===== config.mk =====
export PLATFORM = sky130hd
export DESIGN_NAME = i2c_master_bit_sequencer_unit
export DESIGN_NICKNAME = d
export VERILOG_FILES = /design/src/hdl/i2c_mbs_pkg.sv /design/src/hdl/i2c_mbs_core.sv /design/src/hdl/i2c_master_bit_sequencer_unit.sv
export SDC_FILE = /design/constraint.sdc
export NUM_CORES = 1
export LEC_CHECK = 0
export BUFFER_PORTS_ARGS = -buffer_cell sky130_fd_sc_hd__buf_2
export CORE_MARGIN = 3
export CORE_UTILIZATION = 55
export CTS_BUF_LIST = sky130_fd_sc_hd__clkbuf_4 sky130_fd_sc_hd__clkbuf_8
export DETAILED_ROUTE_END_ITERATION = 8
export HOLD_SLACK_MARGIN = 0.05
export PLACE_DENSITY = 0.86
export SLEW_MARGIN = 20
export SYNTH_ARGS = -nofsm -noshare
export SYNTH_HDL_FRONTEND = slang
export SYNTH_SLANG_ARGS = --single-unit

===== constraint.sdc =====
create_clock -name clock -period 5.5 [get_ports clock]
set_input_delay 0.55 -clock clock [delete_from_list [all_inputs] [get_ports clock]]
set_output_delay 0.55 -clock clock [all_outputs]
set_load 0.02 [all_outputs]

===== src/hdl/i2c_mbs_pkg.sv =====
// ---------------------------------------------------------------------------
// I2C master bit sequencer package
// Shared types, codes and phase tables of the open-drain line sequencer.
// ---------------------------------------------------------------------------
`timescale 1ns / 1ps

package i2c_mbs_pkg;

   localparam int BITS_PER_BYTE   = 8;
   localparam int PHASE_W         = 5;
   localparam int TICK_W          = 16;
   localparam int REQ_DATA_W      = 16;
   localparam int RSP_DATA_W      = 16;
   localparam int CMD_W           = 3;
   localparam logic [TICK_W-1:0] TICKS_RESET = 16'd10;

   // phase counts per command
   localparam logic [PHASE_W-1:0] WRITE_BIT_PHASES = PHASE_W'(3 * BITS_PER_BYTE);
   localparam logic [PHASE_W-1:0] WRITE_PHASES     = PHASE_W'(3 * BITS_PER_BYTE + 3);
   localparam logic [PHASE_W-1:0] READ_PHASES      = PHASE_W'(2 * BITS_PER_BYTE);
   localparam logic [PHASE_W-1:0] SHORT_PHASES     = PHASE_W'(4);
   // phase of the write ack slot (scl high after sda release)
   localparam logic [PHASE_W-1:0] WRITE_ACK_PHASE  = PHASE_W'(3 * BITS_PER_BYTE + 1);
   localparam logic [PHASE_W-1:0] WRITE_REL_PHASE  = PHASE_W'(3 * BITS_PER_BYTE);

   // command codes on the request channel
   typedef enum logic [CMD_W-1:0] {
      CMD_NONE  = 3'd0,
      CMD_START = 3'd1,
      CMD_STOP  = 3'd2,
      CMD_WRITE = 3'd3,
      CMD_READ  = 3'd4,
      CMD_ACK   = 3'd5,
      CMD_NACK  = 3'd6
   } cmd_type;

   // sequencer state, one-hot
   typedef enum logic [6:0] {
      ST_IDLE  = 7'b0000001,
      ST_START = 7'b0000010,
      ST_STOP  = 7'b0000100,
      ST_WRITE = 7'b0001000,
      ST_READ  = 7'b0010000,
      ST_ACK   = 7'b0100000,
      ST_NACK  = 7'b1000000
   } state_type;

   // line action: bit 1 picks the line (0 scl, 1 sda), bit 0 the level
   typedef enum logic [1:0] {
      ACT_SCL0 = 2'd0,
      ACT_SCL1 = 2'd1,
      ACT_SDA0 = 2'd2,
      ACT_SDA1 = 2'd3
   } act_type;

   // one result item
   typedef struct packed {
      logic       rejected;
      logic       ack_received;
      logic [7:0] read_data;
      logic       done_res;
      logic       busy_res;
      logic       sda_out;
      logic       scl_out;
   } res_type;

   // number of phases of an operation
   function automatic logic [PHASE_W-1:0] phase_total(state_type op);
      logic [PHASE_W-1:0] total;
      unique case (op)
         ST_WRITE: total = WRITE_PHASES;
         ST_READ:  total = READ_PHASES;
         default:  total = SHORT_PHASES;
      endcase
      return total;
   endfunction

   // line action for phase idx of an operation
   function automatic act_type phase_action(state_type op, logic [PHASE_W-1:0] idx,
                                            logic [7:0] tx);
      logic [8:0]         prod;
      logic [2:0]         bit_num;
      logic [PHASE_W-1:0] rem;
      act_type            act;
      // idx / 3 as (idx * 11) >> 5, exact below 3 * BITS_PER_BYTE
      prod    = {4'b0, idx} * 9'd11;
      bit_num = prod[7:5];
      rem     = idx - ({2'b0, bit_num} + {1'b0, bit_num, 1'b0});
      act     = ACT_SCL0;
      unique case (op)
         ST_WRITE: begin
            if (idx < WRITE_BIT_PHASES) begin
               if (rem == 5'd0) begin
                  act = tx[3'(BITS_PER_BYTE - 1) - bit_num] ? ACT_SDA1 : ACT_SDA0;
               end else if (rem == 5'd1) begin
                  act = ACT_SCL1;
               end else begin
                  act = ACT_SCL0;
               end
            end else if (idx == WRITE_REL_PHASE) begin
               act = ACT_SDA1;
            end else if (idx == WRITE_ACK_PHASE) begin
               act = ACT_SCL1;
            end else begin
               act = ACT_SCL0;
            end
         end
         ST_READ: act = idx[0] ? ACT_SCL0 : ACT_SCL1;
         ST_START: begin
            unique case (idx[1:0])
               2'd0: act = ACT_SDA1;
               2'd1: act = ACT_SCL1;
               2'd2: act = ACT_SDA0;
               default: act = ACT_SCL0;
            endcase
         end
         ST_STOP: begin
            unique case (idx[1:0])
               2'd0: act = ACT_SCL0;
               2'd1: act = ACT_SDA0;
               2'd2: act = ACT_SCL1;
               default: act = ACT_SDA1;
            endcase
         end
         ST_ACK: begin
            unique case (idx[1:0])
               2'd0: act = ACT_SCL0;
               2'd1: act = ACT_SDA0;
               2'd2: act = ACT_SCL1;
               default: act = ACT_SCL0;
            endcase
         end
         ST_NACK: begin
            unique case (idx[1:0])
               2'd0: act = ACT_SCL0;
               2'd1: act = ACT_SDA1;
               2'd2: act = ACT_SCL1;
               default: act = ACT_SCL0;
            endcase
         end
         default: act = ACT_SCL0;
      endcase
      return act;
   endfunction

endpackage


===== src/hdl/i2c_mbs_core.sv =====
// ---------------------------------------------------------------------------
// I2C master bit sequencer core
// Phase sequencer state and the per-tick next-state and result logic.
// ---------------------------------------------------------------------------
`timescale 1ns / 1ps

module i2c_mbs_core (
   input  logic                           clock,
   input  logic                           reset,
   input  logic                           advance,
   input  logic [i2c_mbs_pkg::CMD_W-1:0]  cmd,
   input  logic [7:0]                     wdata,
   input  logic                           sda_in,
   input  logic [i2c_mbs_pkg::TICK_W-1:0] ticks_per_phase,
   output i2c_mbs_pkg::res_type           res_in
);

   i2c_mbs_pkg::state_type                 op_ff, op_in;
   logic [i2c_mbs_pkg::PHASE_W-1:0]        phase_ff, phase_in;
   logic [i2c_mbs_pkg::TICK_W-1:0]         tick_ff, tick_in;
   logic [7:0]                             shift_ff, shift_in;
   logic [7:0]                             tx_ff, tx_in;
   logic                                   scl_ff, scl_in;
   logic                                   sda_ff, sda_in_lvl;
   logic                                   ack_ff, ack_in;

   logic [i2c_mbs_pkg::TICK_W-1:0]         limit;
   logic [i2c_mbs_pkg::TICK_W-1:0]         tick_sum;
   logic [i2c_mbs_pkg::PHASE_W-1:0]        phase_inc;
   i2c_mbs_pkg::act_type                   act;
   logic                                   apply;
   logic                                   done;
   logic                                   rej;

   // zero period runs as one tick
   assign limit     = (ticks_per_phase == '0) ? i2c_mbs_pkg::TICK_W'(1) : ticks_per_phase;
   assign tick_sum  = tick_ff + i2c_mbs_pkg::TICK_W'(1);
   assign phase_inc = phase_ff + i2c_mbs_pkg::PHASE_W'(1);

   // next state for one tick
   always_comb begin
      op_in      = op_ff;
      phase_in   = phase_ff;
      tick_in    = tick_ff;
      shift_in   = shift_ff;
      tx_in      = tx_ff;
      scl_in     = scl_ff;
      sda_in_lvl = sda_ff;
      ack_in     = ack_ff;
      act        = i2c_mbs_pkg::ACT_SCL0;
      apply      = 1'b0;
      done       = 1'b0;
      rej        = 1'b0;
      if (op_ff != i2c_mbs_pkg::ST_IDLE) begin
         rej = (cmd != i2c_mbs_pkg::CMD_NONE);
         if (tick_sum >= limit) begin
            // samples taken as the phase ends
            if (op_ff == i2c_mbs_pkg::ST_WRITE && phase_ff == i2c_mbs_pkg::WRITE_ACK_PHASE) begin
               ack_in = sda_in;
            end
            if (op_ff == i2c_mbs_pkg::ST_READ && !phase_ff[0]) begin
               shift_in = {shift_ff[6:0], sda_in};
            end
            tick_in = '0;
            if (phase_inc >= i2c_mbs_pkg::phase_total(op_ff)) begin
               done     = 1'b1;
               op_in    = i2c_mbs_pkg::ST_IDLE;
               phase_in = '0;
            end else begin
               phase_in = phase_inc;
               act      = i2c_mbs_pkg::phase_action(op_ff, phase_inc, tx_ff);
               apply    = 1'b1;
            end
         end else begin
            tick_in = tick_sum;
         end
      end else begin
         // command decode while idle
         unique case (cmd)
            i2c_mbs_pkg::CMD_START: op_in = i2c_mbs_pkg::ST_START;
            i2c_mbs_pkg::CMD_STOP:  op_in = i2c_mbs_pkg::ST_STOP;
            i2c_mbs_pkg::CMD_WRITE: op_in = i2c_mbs_pkg::ST_WRITE;
            i2c_mbs_pkg::CMD_READ:  op_in = i2c_mbs_pkg::ST_READ;
            i2c_mbs_pkg::CMD_ACK:   op_in = i2c_mbs_pkg::ST_ACK;
            i2c_mbs_pkg::CMD_NACK:  op_in = i2c_mbs_pkg::ST_NACK;
            default:                op_in = i2c_mbs_pkg::ST_IDLE;
         endcase
         if (op_in != i2c_mbs_pkg::ST_IDLE) begin
            phase_in = '0;
            tick_in  = '0;
            if (op_in == i2c_mbs_pkg::ST_WRITE) begin
               tx_in = wdata;
            end
            if (op_in == i2c_mbs_pkg::ST_READ) begin
               shift_in   = '0;
               sda_in_lvl = 1'b1;
            end
            act   = i2c_mbs_pkg::phase_action(op_in, '0, tx_in);
            apply = 1'b1;
         end
      end
      // drive the selected line
      if (apply) begin
         if (act[1]) begin
            sda_in_lvl = act[0];
         end else begin
            scl_in = act[0];
         end
      end
   end

   // result of this tick
   always_comb begin
      res_in.scl_out      = scl_in;
      res_in.sda_out      = sda_in_lvl;
      res_in.busy_res     = (op_in != i2c_mbs_pkg::ST_IDLE);
      res_in.done_res     = done;
      res_in.read_data    = shift_in;
      res_in.ack_received = ack_in;
      res_in.rejected     = rej;
   end

   // sequencer state
   always_ff @(posedge clock) begin
      if (reset) begin
         op_ff    <= i2c_mbs_pkg::ST_IDLE;
         phase_ff <= '0;
         tick_ff  <= '0;
         shift_ff <= '0;
         tx_ff    <= '0;
         scl_ff   <= 1'b1;
         sda_ff   <= 1'b1;
         ack_ff   <= 1'b0;
      end else if (advance) begin
         op_ff    <= op_in;
         phase_ff <= phase_in;
         tick_ff  <= tick_in;
         shift_ff <= shift_in;
         tx_ff    <= tx_in;
         scl_ff   <= scl_in;
         sda_ff   <= sda_in_lvl;
         ack_ff   <= ack_in;
      end
   end

endmodule


===== src/hdl/i2c_master_bit_sequencer_unit.sv =====
// ---------------------------------------------------------------------------
// I2C master bit sequencer
// Open-drain I2C master line sequencer driven by one request per time tick.
// ---------------------------------------------------------------------------
// Each request is one timebase tick carrying an optional command (start,
// stop, write byte, read byte, send ack, send nack) and the sampled SDA
// level; each request yields exactly one response with the SCL and SDA
// drive levels, busy and done flags, the read byte, the write ack bit and a
// rejected flag for commands given while busy. One request is taken every
// clock cycle unless a stalled response fills the output register; each
// response is registered there, the only stage, so a stalled one holds off
// requests only until taken. Every line phase lasts ticks_per_phase ticks
// (zero counts as one), which the user must write on the csr port while the
// sequencer is idle; the block itself does not enforce this.
`timescale 1ns / 1ps

module i2c_master_bit_sequencer_unit (
   input  logic                                clock,
   input  logic                                reset,
   // request channel
   input  logic                                req_tvalid,
   output logic                                req_tready,
   input  logic [i2c_mbs_pkg::REQ_DATA_W-1:0]  req_tdata,  // write_data[7:0], sda_in[8]
   input  logic [i2c_mbs_pkg::CMD_W-1:0]       req_tuser,  // command[2:0]
   // response channel
   output logic                                rsp_tvalid,
   input  logic                                rsp_tready,
   // scl_out[0], sda_out[1], busy_res[2], done_res[3], read_data[11:4],
   // ack_received[12], rejected[13]
   output logic [i2c_mbs_pkg::RSP_DATA_W-1:0]  rsp_tdata,
   // configuration
   input  logic                                csr_wr_en,
   input  logic [i2c_mbs_pkg::TICK_W-1:0]      csr_wr_data
);

   logic                                 accept;
   logic                                 rsp_valid_ff, rsp_valid_in;
   i2c_mbs_pkg::res_type                 rsp_res_ff;
   i2c_mbs_pkg::res_type                 res_in;
   logic [i2c_mbs_pkg::TICK_W-1:0]       ticks_ff;

   // request taken when the output register is free or being drained
   assign req_tready = !rsp_valid_ff || rsp_tready;
   assign accept     = req_tvalid && req_tready;

   // phase length register
   always_ff @(posedge clock) begin
      if (reset) begin
         ticks_ff <= i2c_mbs_pkg::TICKS_RESET;
      end else if (csr_wr_en) begin
         ticks_ff <= csr_wr_data;
      end
   end

   i2c_mbs_core u_core (
      .clock           (clock),
      .reset           (reset),
      .advance         (accept),
      .cmd             (req_tuser),
      .wdata           (req_tdata[7:0]),
      .sda_in          (req_tdata[8]),
      .ticks_per_phase (ticks_ff),
      .res_in          (res_in)
   );

   // response valid
   always_comb begin
      rsp_valid_in = rsp_valid_ff;
      if (accept) begin
         rsp_valid_in = 1'b1;
      end else if (rsp_tready) begin
         rsp_valid_in = 1'b0;
      end
   end

   always_ff @(posedge clock) begin
      if (reset) begin
         rsp_valid_ff <= 1'b0;
      end else begin
         rsp_valid_ff <= rsp_valid_in;
      end
   end

   // response payload
   always_ff @(posedge clock) begin
      if (accept) begin
         rsp_res_ff <= res_in;
      end
   end

   assign rsp_tvalid = rsp_valid_ff;
   assign rsp_tdata  = {2'b00, rsp_res_ff};

endmodule


## Word level (Yosys, flattened, before mapping)

Cells that the tools add are included.

| operators by class | value |
|---|---|
| $add $sub $neg | 5 |
| multiply operators | 1 |
| order comparisons | 4 |
| eq/ne operators | 26 |
| muxes and demuxes | 61 |
| bitwise gates (word level) | 1 |
| reductions and logical operators | 17 |

Operator list:

| kind | count |
|---|---|
| $mux W16 | 4 |
| $mux W8 | 8 |
| $pmux W7 S6 | 1 |
| $mux W5 | 6 |
| $mux W7 | 4 |
| $mux W1 | 23 |
| $ne A7 B1 Y1 const B | 3 |
| $pmux W2 S3 | 3 |
| $add A16 B1 Y16 const B | 1 |
| $ge A16 B16 Y1 | 1 |
| $logic_not A16 Y1 | 1 |
| $eq A5 B5 Y1 const B | 3 |
| $eq A7 B2 Y1 const B | 2 |
| $eq A7 B4 Y1 const B | 2 |
| $eq A7 B5 Y1 const B | 2 |
| $mux W2 | 7 |
| $pmux W2 S6 | 1 |
| $pmux W5 S2 | 1 |
| $eq A3 B3 Y1 const B | 3 |
| $mul A5 B4 Y8 const B | 1 |
| $pmux W2 S2 | 2 |
| $eq A7 B3 Y1 const B | 1 |
| $eq A7 B6 Y1 const B | 1 |
| $eq A7 B7 Y1 const B | 1 |
| 26 further kinds | 33 |

| storage, ports and cells | value |
|---|---|
| register bits after elaboration | 78 |
| output and inout port bits | 18 |
| word-level logic and storage cells | 133 |

## Depth between registers and ports, before layout

Gate-level depths: netlist (run 1).

| logic depth | value |
|---|---|
| depth in word-level cells | 14 |
| mapped depth | 24 |

## Modules after synthesis

A second synthesis (run 1) with hierarchy kept.

| second synthesis, totals | value |
|---|---|
| cell total of the unflattened synthesis | 590 |
| area, all modules | 5371.4 um^2 |

By module, submodules not included:

| module | times used | cells each | area an instance (um^2) | sequential area each (um^2) |
|---|---|---|---|---|
| i2c_mbs_core | 1 | 516 | 4306.6 | 940.9 |
| i2c_master_bit_sequencer_unit | 1 | 74 | 1064.8 | 760.7 |

## Worst setup path after synthesis (run 1)

OpenSTA, ideal clock, no wires.

| timing | value |
|---|---|
| kind | reg2reg |
| start point | register u_core.phase_ff[0] in the netlist's numbering |
| end point | register rsp_res_ff (netlist bit rsp_tdata[0]), data pin |
| library setup time | 0.260 ns |
| arrival | 5.115 ns |
| data required time | 5.240 ns |
| path slack | 0.125 ns |
| cell stages (with the launch flop) | 25 |
| clock period less this slack | 5.375 ns |
| cells stage by stage | dfxtp_1 > and2_1 > nand2_1 > xor2_1 > inv_1 > ha_1 > inv_1 > fa_1 > inv_1 > ha_1 > a21oi_1 > nand2_1 > a31oi_1 > xnor2_1 > fa_1 > inv_1 > ha_1 > nand2b_1 > o2bb2ai_1 > xnor3_1 > nor4_2 > nand2_1 > a22oi_4 > nor2_2 > mux2i_1 |

RTL lines:

| element | RTL line | RTL |
|---|---|---|
| start, declared | i2c_mbs_core.sv:19 | `logic [i2c_mbs_pkg::PHASE_W-1:0] phase_ff, phase_in;` |
| start signal, assigned | i2c_mbs_core.sv:136 | `phase_ff <= phase_in;` |
| end signal, assigned | i2c_master_bit_sequencer_unit.sv:87 | `rsp_res_ff <= res_in;` |
| end, declared | i2c_master_bit_sequencer_unit.sv:38 | `i2c_mbs_pkg::res_type rsp_res_ff;` |

==> results.json, run 1 <==
{
  "status": "finished clean",
  "final_util_pct": 63.94,
  "antenna_found_initial": 0,
  "grt_use_met1_pct": 29.19,
  "synthArstFlopShare_pct": 0,
  "gp_congestion": 0.8694,
  "syn_avg_cell_area_sq_um": 8.488,
  "synthCells": 598,
  "worstPathArrival_ns": 5.33,
  "detail-route-antenna-nets": 0,
  "crit_path_max_fanout": 7,
  "finalWirelength_mm": 11.12,
  "synth_area_sq_um": 5076,
  "crit_required_ns": 5.62,
  "grtUsageTotal_pct": 22.17,
  "ctsHoldBuffers": 0,
  "htree_num_levels": 3,
  "die_h_um": 102.1,
  "multiInputGateArea_sq_um": 3095,
  "hpwl_mm": 8.336,
  "tns_ns": 0,
  "dr.pass1.iters": 5,
  "grtUsageMet2_pct": 37.33,
  "critical_path_class": "reg2reg",
  "fp.coreArea_sq_um": 8848,
  "maxSlewViolCount": 0,
  "cts_tree": "yes",
  "leakagePower_nw": 2.627,
  "viasPerCell": 5.931,
  "drt_iter0_markers": 324,
  "finalCriticalPeriod_ns": 5.215,
  "grt_overflow": 0,
  "yosysWarnings": 0,
  "hp-class": "in2reg",
  "antenna_cells": 0,
  "synth_common_cells": "80 x nor2_1, 64 x dfxtp_1, 45 x ha_1, 43 x inv_1, 33 x nand2_1",
  "post_dp_cell_area_sq_um": 5428,
  "synth_area_leader_cell": "dfxtp_1",
  "start_util_pct": 57.37,
  "cts-buffers-inserted": 9,
  "cap_violations": 0,
  "path_clk_slew_ns": 0.08,
  "rows": 34,
  "layout-drive-gt1-share_pct": 14.75,
  "clkLatencyLatePin_ns": 0.37,
  "grt_pass1_vias": 4153,
  "root_buffer": "clkbuf_8",
  "p_per_area_nw_per_um2": 227.6,
  "hold_viol_final": 0,
  "start_kind": "flop",
  "worstMarginPinSlew_ns": 0.9192,
  "nets": 727,
  "period_share_pct": 94.83,
  "fin_area_sq_um": 5658,
  "synth_enable_flop_cells": 14,
  "vias": 4460,
  "seq_area_frac_synth_pct": 33.52,
  "drc": 0,
  "cts_buffer_depth": 2,
  "postCtsSetupRepairBufs": 0,
  "io_pins": 58,
  "wire_per_inst_um": 14.78,
  "gr-usage-met3_pct": 5.051,
  "fmax_mhz": 191.7,
  "regArea_sq_um": 1709,
  "ys_ff_latch": 78,
  "setup_viol": 0,
  "fill_cells": 766,
  "yosysUniqueCellTypes": 64,
  "synth_top_area_share_pct": 25.24,
  "busiest_layer": "met2",
  "slew_headroom_pct": 38.38,
  "grt_pass1_wl_mm": 18.81,
  "ir_worst_vdd_uv": 172.3,
  "yosysMostFrequentCell": "nor2_1",
  "fin_worst_skew_ns": 0.01029,
  "rsz0062_at_grt": "no",
  "end_kind": "flop",
  "cts.sinks": 78,
  "die-area_sq_um": 10420,
  "port_buffers": 48,
  "synth_ff_type": "dfxtp_1",
  "syn_to_final_growth_pct": 11.46,
  "synth_area_leaders": "dfxtp_1 25%, ha_1 11%, edfxtp_1 8.3%, mux2i_1 5.9%, nor2_1 5.9%",
  "die_x_um": 102.1,
  "grt_max_degree": 46
}
area by class of cell:
cell class | instances | share of cell area, %
Clock buffer | 9 | 2.189
Clock inverter | 7 | 1.415
Inverter | 43 | 2.853
Multi-Input combinational cell | 444 | 54.71
Sequential cell | 78 | 30.21
Tap cell | 108 | 2.388
Timing Repair Buffer | 63 | 6.236
kinds of logic (layout without fill, tap and decap cells):
logic type,after synthesis,in the layout,synth area share [%]
AO/OA/AOI/OAI,122,122,16.07
XOR/XNOR,27,27,5.078
adder cells (fa/ha/maj),48,48,12.28
buffers and inverters,77,122,5.940
flip-flops,78,78,33.52
multiplexers,31,31,6.138
other,1,2,0.07388
AND/OR/NAND/NOR,214,214,20.90
cell usage in the layout, fill, tap and decap left out, types with 10 or more instances in the layout:
cell type / instances
buf_2: 48
o21ai_1: 12
mux2i_1: 30
o21ai_0: 13
nor3_1: 24
nand2_1: 32
a211oi_1: 13
xor2_1: 14
edfxtp_1: 14
inv_1: 43
ha_1: 45
a22oi_1: 10
xnor2_1: 11
nor2_1: 80
dfxtp_1: 62
a21oi_1: 27
a21o_1: 11
nor4_1: 10
nand3_1: 17
buf_4: 15
registers in the layout (all words and copies together), names as in the netlist:
signal           cells
rsp_tdata           14
rsp_tvalid           1
ticks_ff            16
u_core.ack_ff        1
u_core.op_ff         7
u_core.phase_ff      5
u_core.scl_ff        1
u_core.sda_ff        1
u_core.shift_ff      8
u_core.tick_ff      16
u_core.tx_ff         8
critical path: stages, from the launching register on:
cell,delay (ns)
dfxtp_4,0.37
and2_1,0.18
nand2_1,0.08
xor2_1,0.21
inv_1,0.09
ha_1,0.28
inv_1,0.05
fa_1,0.50
inv_1,0.04
ha_1,0.31
a21oi_2,0.18
nand2_1,0.10
a31oi_1,0.20
xnor2_1,0.14
fa_1,0.53
inv_1,0.05
ha_1,0.35
nand2b_1,0.10
o2bb2ai_1,0.12
xnor3_1,0.28
nor4_4,0.21
nand2_2,0.12
a22oi_4,0.26
nor2_2,0.09
mux2i_1,0.12
report_power, final:
group          internal (mW)  switching (mW)  total, mW
Clock                  0.215           0.230      0.445
Sequential             0.610          0.0213      0.631
Combinational         0.0780           0.133      0.211
through the flow:
stage                     setup slack (ns)  cells  hold WS (ns)  power (mW)
after floorplan                     0.1247    599        0.4625      0.7956
after global placement              0.1955    736        0.4757      0.8431
after detailed placement           0.01428    736        0.4942      0.8525
after CTS                          0.06684    752        0.4051       1.293
after global routing               0.02544    752        0.4053       1.351
final                               0.2845    752        0.4128       1.288
path summary, 6_finish.rpt:
check                                  startpoint                    endpoint  slack, ns  depth (start not counted)
setup reg to reg  u_core.phase_ff[1]$_SDFFE_PP0P_      rsp_tdata[0]$_DFFE_PP_       0.28                         24
hold / removal                     csr_wr_data[3]    ticks_ff[3]$_SDFFE_PP1P_       0.41                          3
hold reg to reg        u_core.ack_ff$_SDFFE_PP0P_  u_core.ack_ff$_SDFFE_PP0P_       0.50                          2
setup / recovery  u_core.phase_ff[1]$_SDFFE_PP0P_      rsp_tdata[0]$_DFFE_PP_       0.28                         24
metal layers:
layer	routed length [um]	up-vias
li1	-	2212
met1	5074	2084
met2	5289	146
met3	600	18
met4	152	0
met5	0	-
what timing repair did:
action,CTS,global route
endpoints found under the setup margin,1,4
pin swaps,0,2
hold endpoints to repair,0,0
gates resized for setup,2,5
No activity file was read; power rests on OpenSTA's default activity.
==> run 2: changes to the inputs <==
PLACE_DENSITY = 0.79   (was 0.86)
==> run 2 against run 1 <==
Net effect: clock power is 8.1% lower; critical path depth stayed put; largest power group unchanged; die area stayed put; flip-flop and latch count stayed put; register-to-register slack hardly changed.
==> results.json, run 2 (synthesis gave the netlist of run 1 again) <==
{
  "status": "finished clean",
  "drt_iter0_markers": 361,
  "htree_num_levels": 3,
  "wire_per_inst_um": 14.68,
  "final_util_pct": 64.21,
  "cts_buffer_depth": 2,
  "slowest_delay_ns": 0.51,
  "worst_hold_path.endpoint": "ticks_ff[1]$_SDFFE_PP1P_",
  "start_kind": "flop",
  "rr_endpoint": "rsp_tdata[0]$_DFFE_PP_",
  "port_buffers": 48,
  "worst-path-buf-inv": 5,
  "layout_common_cells": "80 x nor2_1, 62 x dfxtp_1, 48 x buf_2, 45 x ha_1, 43 x inv_1",
  "pre_cts_slack_ns": 0.01801,
  "crit_chain": "and2_1 -> nand2_1 -> xor2_2 -> inv_1 -> ha_1 -> inv_1 -> fa_1 -> inv_1 -> ha_1 -> a21oi_2 -> nand2_1 -> a31oi_2 -> xnor2_1 -> fa_1 -> inv_1 -> ha_1 -> buf_4 -> xor2_1 -> nand3_1 -> nor4_4 -> nand2_2 -> a22oi_4 -> nor2_2 -> mux2i_1",
  "rrSetupSlack_ns": 0.27,
  "detail-route-antenna-nets": 0,
  "fp.coreArea_sq_um": 8848,
  "critical_path_class": "reg2reg",
  "grt_max_degree": 63,
  "rows": 34,
  "fill_cells": 740,
  "cpMostUsedCell": "inv_1",
  "hold_ws_ns": 0.4110,
  "nets": 730,
  "cts.sinks": 78,
  "leakagePower_nw": 2.640,
  "cts-buffers-inserted": 9,
  "drc": 0,
  "worstMarginPinSlew_ns": 0.9533,
  "die-area_sq_um": 10420,
  "vias": 4430,
  "io_pins": 58,
  "dp_cells": 738,
  "start_util_pct": 57.37,
  "cap_violations": 0,
  "min_from": "csr_wr_data[1]",
  "path_clk_slew_ns": 0.09,
  "fin_worst_skew_ns": 0.01132,
  "antenna_found_initial": 0,
  "worstReg2RegStart": "u_core.phase_ff[1]$_SDFFE_PP0P_",
  "antenna_cells": 0,
  "holdPathStages": 3,
  "viasPerCell": 5.868,
  "end_kind": "flop",
  "final_cells": 755,
  "ir_worst_vdd_uv": 201.4,
  "finalWirelength_mm": 11.08,
  "grt_pass1_wl_mm": 19.11,
  "setup_viol": 0,
  "layout-drive-gt1-share_pct": 15.46,
  "ctsHoldBuffers": 0,
  "maxSlewViolCount": 0,
  "p_per_area_nw_per_um2": 220.5,
  "slew_headroom_pct": 36.10,
  "path_delay_family": "adder cells",
  "cts_tree": "yes",
  "hold_viol_final": 0,
  "cpMaxStageDelayCell": "fa_1",
  "period_share_pct": 95.06,
  "dr.pass1.iters": 5,
  "power_mw": 1.253,
  "crit_path_max_fanout": 7,
  "root_buffer": "clkbuf_8",
  "grt_overflow": 0,
  "worstPathArrival_ns": 5.32,
  "finalCriticalPeriod_ns": 5.228,
  "hpwl_mm": 8.094,
  "r2r_cells": 24,
  "grtUsageTotal_pct": 22.41,
  "hp-class": "in2reg",
  "gp_congestion": 0.8483,
  "die_h_um": 102.1,
  "grt_pass1_vias": 4149,
  "syn_to_final_growth_pct": 11.93,
  "layout_commonest_cell": "nor2_1",
  "die_x_um": 102.1,
  "fin_ws_ns": 0.2719,
  "fmax_mhz": 191.3,
  "clkLatencyLatePin_ns": 0.35,
  "crit_required_ns": 5.60
}
[run 2: cell count changes in the layout (fill, tap and decap cells not counted)]
cell / delta
clkinvlp_4: -1
a31oi_1: -1
clkinv_4: +2
xor2_2: +1
bufinv_16: -1
inv_6: -1
a31oi_2: +1
clkinv_8: +1
buf_4: +3
xor2_1: -1
[run 2: timing repair]
action / in CTS / in global routing
endpoints found under the setup margin: 1 / 4
pin swaps: 0 / 2
buffers inserted: 0 / 1
gates resized for setup: 1 / 8
[run 2: how the worst max path moves through the flow]
stage | start | to | slack [ns] | cells past startpoint
final | u_core.phase_ff[1]$_SDFFE_PP0P_ | rsp_tdata[0]$_DFFE_PP_ | 0.27 | 24
after CTS | u_core.phase_ff[1]$_SDFFE_PP0P_ | rsp_tdata[0]$_DFFE_PP_ | 0.05 | 24
after floorplan | u_core.phase_ff[0]$_SDFFE_PP0P_ | rsp_tdata[0]$_DFFE_PP_ | 0.12 | 24
after detailed placement | u_core.phase_ff[0]$_SDFFE_PP0P_ | rsp_tdata[0]$_DFFE_PP_ | 0.02 | 24
after global routing | u_core.phase_ff[0]$_SDFFE_PP0P_ | rsp_tdata[0]$_DFFE_PP_ | -0.05 | 24
after global placement | u_core.phase_ff[0]$_SDFFE_PP0P_ | rsp_tdata[0]$_DFFE_PP_ | 0.18 | 24
[run 2: per-stage QoR]
step | TNS (ns) | area, sq um
after floorplan | 0 | 5080
after detailed placement | 0 | 5443
after CTS | 0 | 5635
final | 0 | 5682
after global placement | 0 | 5443
after global routing | -0.08875 | 5682
[run 2: cell type report]
type | instances | area, sq um | area share (%)
Clock buffer | 9 | 123.9 | 2.180
Clock inverter | 7 | 67.56 | 1.189
Inverter | 43 | 161.4 | 2.841
Multi-Input combinational cell | 444 | 3109 | 54.72
Sequential cell | 78 | 1709 | 30.08
Tap cell | 108 | 135.1 | 2.378
Timing Repair Buffer | 66 | 375.4 | 6.606
[run 2: where the power goes]
group          leakage (nW)  internal (mW)  switching [mW]
combinational          1.89         0.0782           0.134
clock                0.0932          0.173           0.236
sequential            0.660          0.610          0.0220
[run 2: per-layer routing]
| layer | wire length [um] | part of all wire [%] | GRT usage (%) | vias up |
|---|---|---|---|---|
| li1 | - | - | - | 2214 |
| met1 | 5225 | 47 | 30.80 | 2059 |
| met2 | 5114 | 46 | 36.08 | 141 |
| met3 | 577 | 5.2 | 4.164 | 16 |
| met4 | 167 | 1.5 | 6.660 | 0 |
| met5 | 0 | 0 | 0 | - |
[run 2: worst min-delay path, stage by stage]
cell	delay (ns)
buf_2	0.07
nand2_1	0.04
o211ai_1	0.06
